[config.mk]
export PLATFORM = sky130hd
export DESIGN_NAME = slm_ram
export DESIGN_NICKNAME = d
export VERILOG_FILES = /design/src/rtl/core/slm_ram.sv
export SDC_FILE = /design/constraint.sdc
export NUM_CORES = 1
export LEC_CHECK = 0
export BUFFER_PORTS_ARGS = -buffer_cell sky130_fd_sc_hd__buf_2
export CAP_MARGIN = 5
export CORE_MARGIN = 4
export CORE_UTILIZATION = 50
export CTS_CLUSTER_SIZE = 40
export DETAILED_ROUTE_END_ITERATION = 10
export PLACE_DENSITY = 0.76
export SLEW_MARGIN = 20
export SYNTH_ARGS = -nofsm -noshare
export SYNTH_HDL_FRONTEND = slang
export SYNTH_SLANG_ARGS = --single-unit
[constraint.sdc]
create_clock -name aclk -period 1.9 [get_ports aclk]
set_clock_uncertainty 0.2 [all_clocks]
set_input_delay 0.095 -clock aclk [delete_from_list [all_inputs] [get_ports aclk]]
set_output_delay 0.095 -clock aclk [all_outputs]
set_load 0.02 [all_outputs]
[src/rtl/core/slm_ram.sv]
// generic simple dual port ram, one write port, one registered read port
`default_nettype none

module slm_ram #(
    parameter  int WIDTH = 8,
    parameter  int DEPTH = 16,
    localparam int AW    = (DEPTH > 1) ? $clog2(DEPTH) : 1
) (
    input  wire logic             aclk,
    input  wire logic             wr_en,
    input  wire logic [AW-1:0]    wr_addr,
    input  wire logic [WIDTH-1:0] wr_data,
    input  wire logic [AW-1:0]    rd_addr,
    output logic      [WIDTH-1:0] rd_data
);

    logic [WIDTH-1:0] mem [DEPTH];

    always_ff @(posedge aclk) begin
        if (wr_en) begin
            mem[wr_addr] <= wr_data;
        end
        rd_data <= mem[rd_addr];
    end

endmodule

`default_nettype wire

==> metrics <==
status complete, no violations; Crit Path Max Fanout 8; worst path bufs/invs 4; Syn Area/Cell 22.5 um2; CP max-delay cell dlygate4sd3_1; worst setup margin 191 ps; Post-route DRC 0; max-slew violation count 0; top cells by area, synth edfxtp_1 (75%), mux4_2 (7.9%), mux4_1 (7.1%); Synth Area in Simple Gates 3.18%; Synth top area share 74.7%; Die Y 109 um; Initial Utilization 51.9%; crit share post-route 90.0%; gp weighted congestion 0.758; Post-DP Area 0.00554 mm2; Synth Instances 229; cts repair resizes 0; multiplexer share of the synthesized area 15.0%; largest delay contributor family on the critical path buffers and inverters; Slowest Stage Delay on Critical Path 560 ps; total track usage 18.0%; Yosys top cell by area edfxtp_1; final wirelength 9.65 mm; FP Rows 36; routed vias/inst 5.54; H-tree levels 4; CTS root buffer clkbuf_8; Worst EP required 1910 ps; Initial DRT Pass Iterations 4; Synth cell types 19; DP Cell Count 399; sequential share of the synthesized area 77.8%; main combinational cell family by area after synthesis multiplexers; Crit path arrival time 1720 ps; Avg WL per Cell 21.5 um; Post-Syn Nets 247; Compound-Gate Fraction of Synth Area 2.33%; Worst Setup SP wr_addr[1]; Post-Synth XOR/XNOR Area 0%; Worst Hold Launch wr_addr[2]; RSZ-0062 raised after global routing false; vias in the first global route 2,581; Rel. slew slack 74.7%; total CTS buffers 17; clk sinks 136; setup_tns 0 ps; first-pass GRT wire length 14.8 mm; # hold bufs at CTS 17; CTS tree done; element type at the critical path start input port; Antenna diodes 0; drt initial violations 189; Die ar. 0.0120 mm2; final hold vios 0; CP endpoint kind flop; Die X 109 um; Setup Fix Bufs, Post-CTS 0; io pins 26; static leakage 2.15 nW; Final Power 6.66 mW; Setup CP Type input port to flop; Max Cap Viol 0; Min-Delay Path Class input port to flop; Mapped Area 0.00515 mm2; via count 2,481; reg2reg start mem[0][2]; Bufs on Longest Clock Path 2; Core Box Area 0.00991 mm2; Hold WS 46.5 ps; largest net degree at the start of global routing 26; endpoints failing setup 0; initial antenna violation count 0; layout cell share with drive strength beyond 1 30.2%; Yosys warnings 0; latest clock arrival within the worst-skew pair 510 ps; cell breakdown of the critical path dlygate4sd3_1, buf_2, nor3_1, dlygate4sd3_1, buf_4; final core occ 63.1%; final non-filler cell total 448; Tmin final 1710 ps; Setup WS pre-CTS 184 ps; Clk pin slew, worst setup/hold paths 60 ps; Design Area, Final 0.00625 mm2; Area Overhead vs Synth 21.5%; I/O Buffers 25; Slew @ Worst Pin 379 ps; #FFs+latches synth 136; f_max 585 MHz; # fillers 687; Overflow after GRT 0; post-route ant nets 0; Max IR drop VDD 983 uV; Adder-Cell Fraction of Synth Area 0%; most frequent CP cell dlygate4sd3_1; dpl hpwl 5.95 mm; nets 320; power per standard cell area 1070 mW/mm2
## routing by layer
layer / GRT usage [%] / up-vias / wire length, um
met5: 0 / - / 0
met4: 5.97 / 0 / 135
met3: 6.58 / 17 / 473
met2: 28.6 / 74 / 4970
met1: 23.4 / 1269 / 4070
li1: - / 1121 / -
## placed cells by master (no fill, tap or decap), drive strengths merged, types with 2 or more instances in the layout
cell type	netlist	layout
nor3	4	4
nand3b	2	2
mux4	32	32
nand2	9	9
nand2b	2	2
a22oi	16	16
edfxtp	128	128
nor2	13	13
buf	7	47
inv	0	3
clkbuf	0	18
dfxtp	8	8
clkinv	0	8
dlygate4sd3	0	17
clkinvlp	0	2
## path summary, 6_finish.rpt
check                             endpoint  slack, ps  cells past startpoint
worst max-delay path             mem[0][6]        190                      5
worst min-delay path            mem[13][4]         50                      4
worst max register to register  rd_data[2]        370                      3
worst min register to register  rd_data[1]        480                      3
## synthesized netlist by cell type
master	count
nand2_1	9
and2_1	1
mux4_1	14
dfxtp_1	8
nor3_1	4
a22oi_1	16
nor2_1	13
buf_2	3
nor2b_1	1
and2b_1	1
edfxtp_1	128
clkdlybuf4s25_2	3
buf_6	3
nand3_1	1
buf_4	1
or3b_2	1
nand3b_1	2
mux4_2	18
nand2b_1	2
## state kept, by name (all words and copies together), names as in the netlist
register / cells
mem: 128
rd_data: 8
## layout make-up
type,count,area [um2],area share (%)
multi-input cells,83,1060,16.9
well taps,133,166,2.66
flip-flops and latches,136,4000,64.0
clock buffers,18,418,6.68
clock inverters,14,124,1.98
repair buffers,64,485,7.76
## report_power, final
group / switching (mW) / internal [mW]
Clock: 1.20 / 1.74
Combinational: 0.194 / 0.160
Sequential: 0.0225 / 3.35
Total: 1.41 / 5.25
## worst reg2reg max path: stages (launching register included)
cell and delay [ps]:
edfxtp_1 370, mux4_1 500, a22oi_1 250, nand2_1 100
## logic make-up (layout without fill, tap and decap cells)
family | Yosys count | after routing
AND/OR/NAND/NOR | 35 | 35
AO/OA/AOI/OAI | 16 | 16
buffers and inverters | 10 | 96
flip-flops | 136 | 136
multiplexers | 32 | 32
No activity file was read; power rests on OpenSTA's default activity.
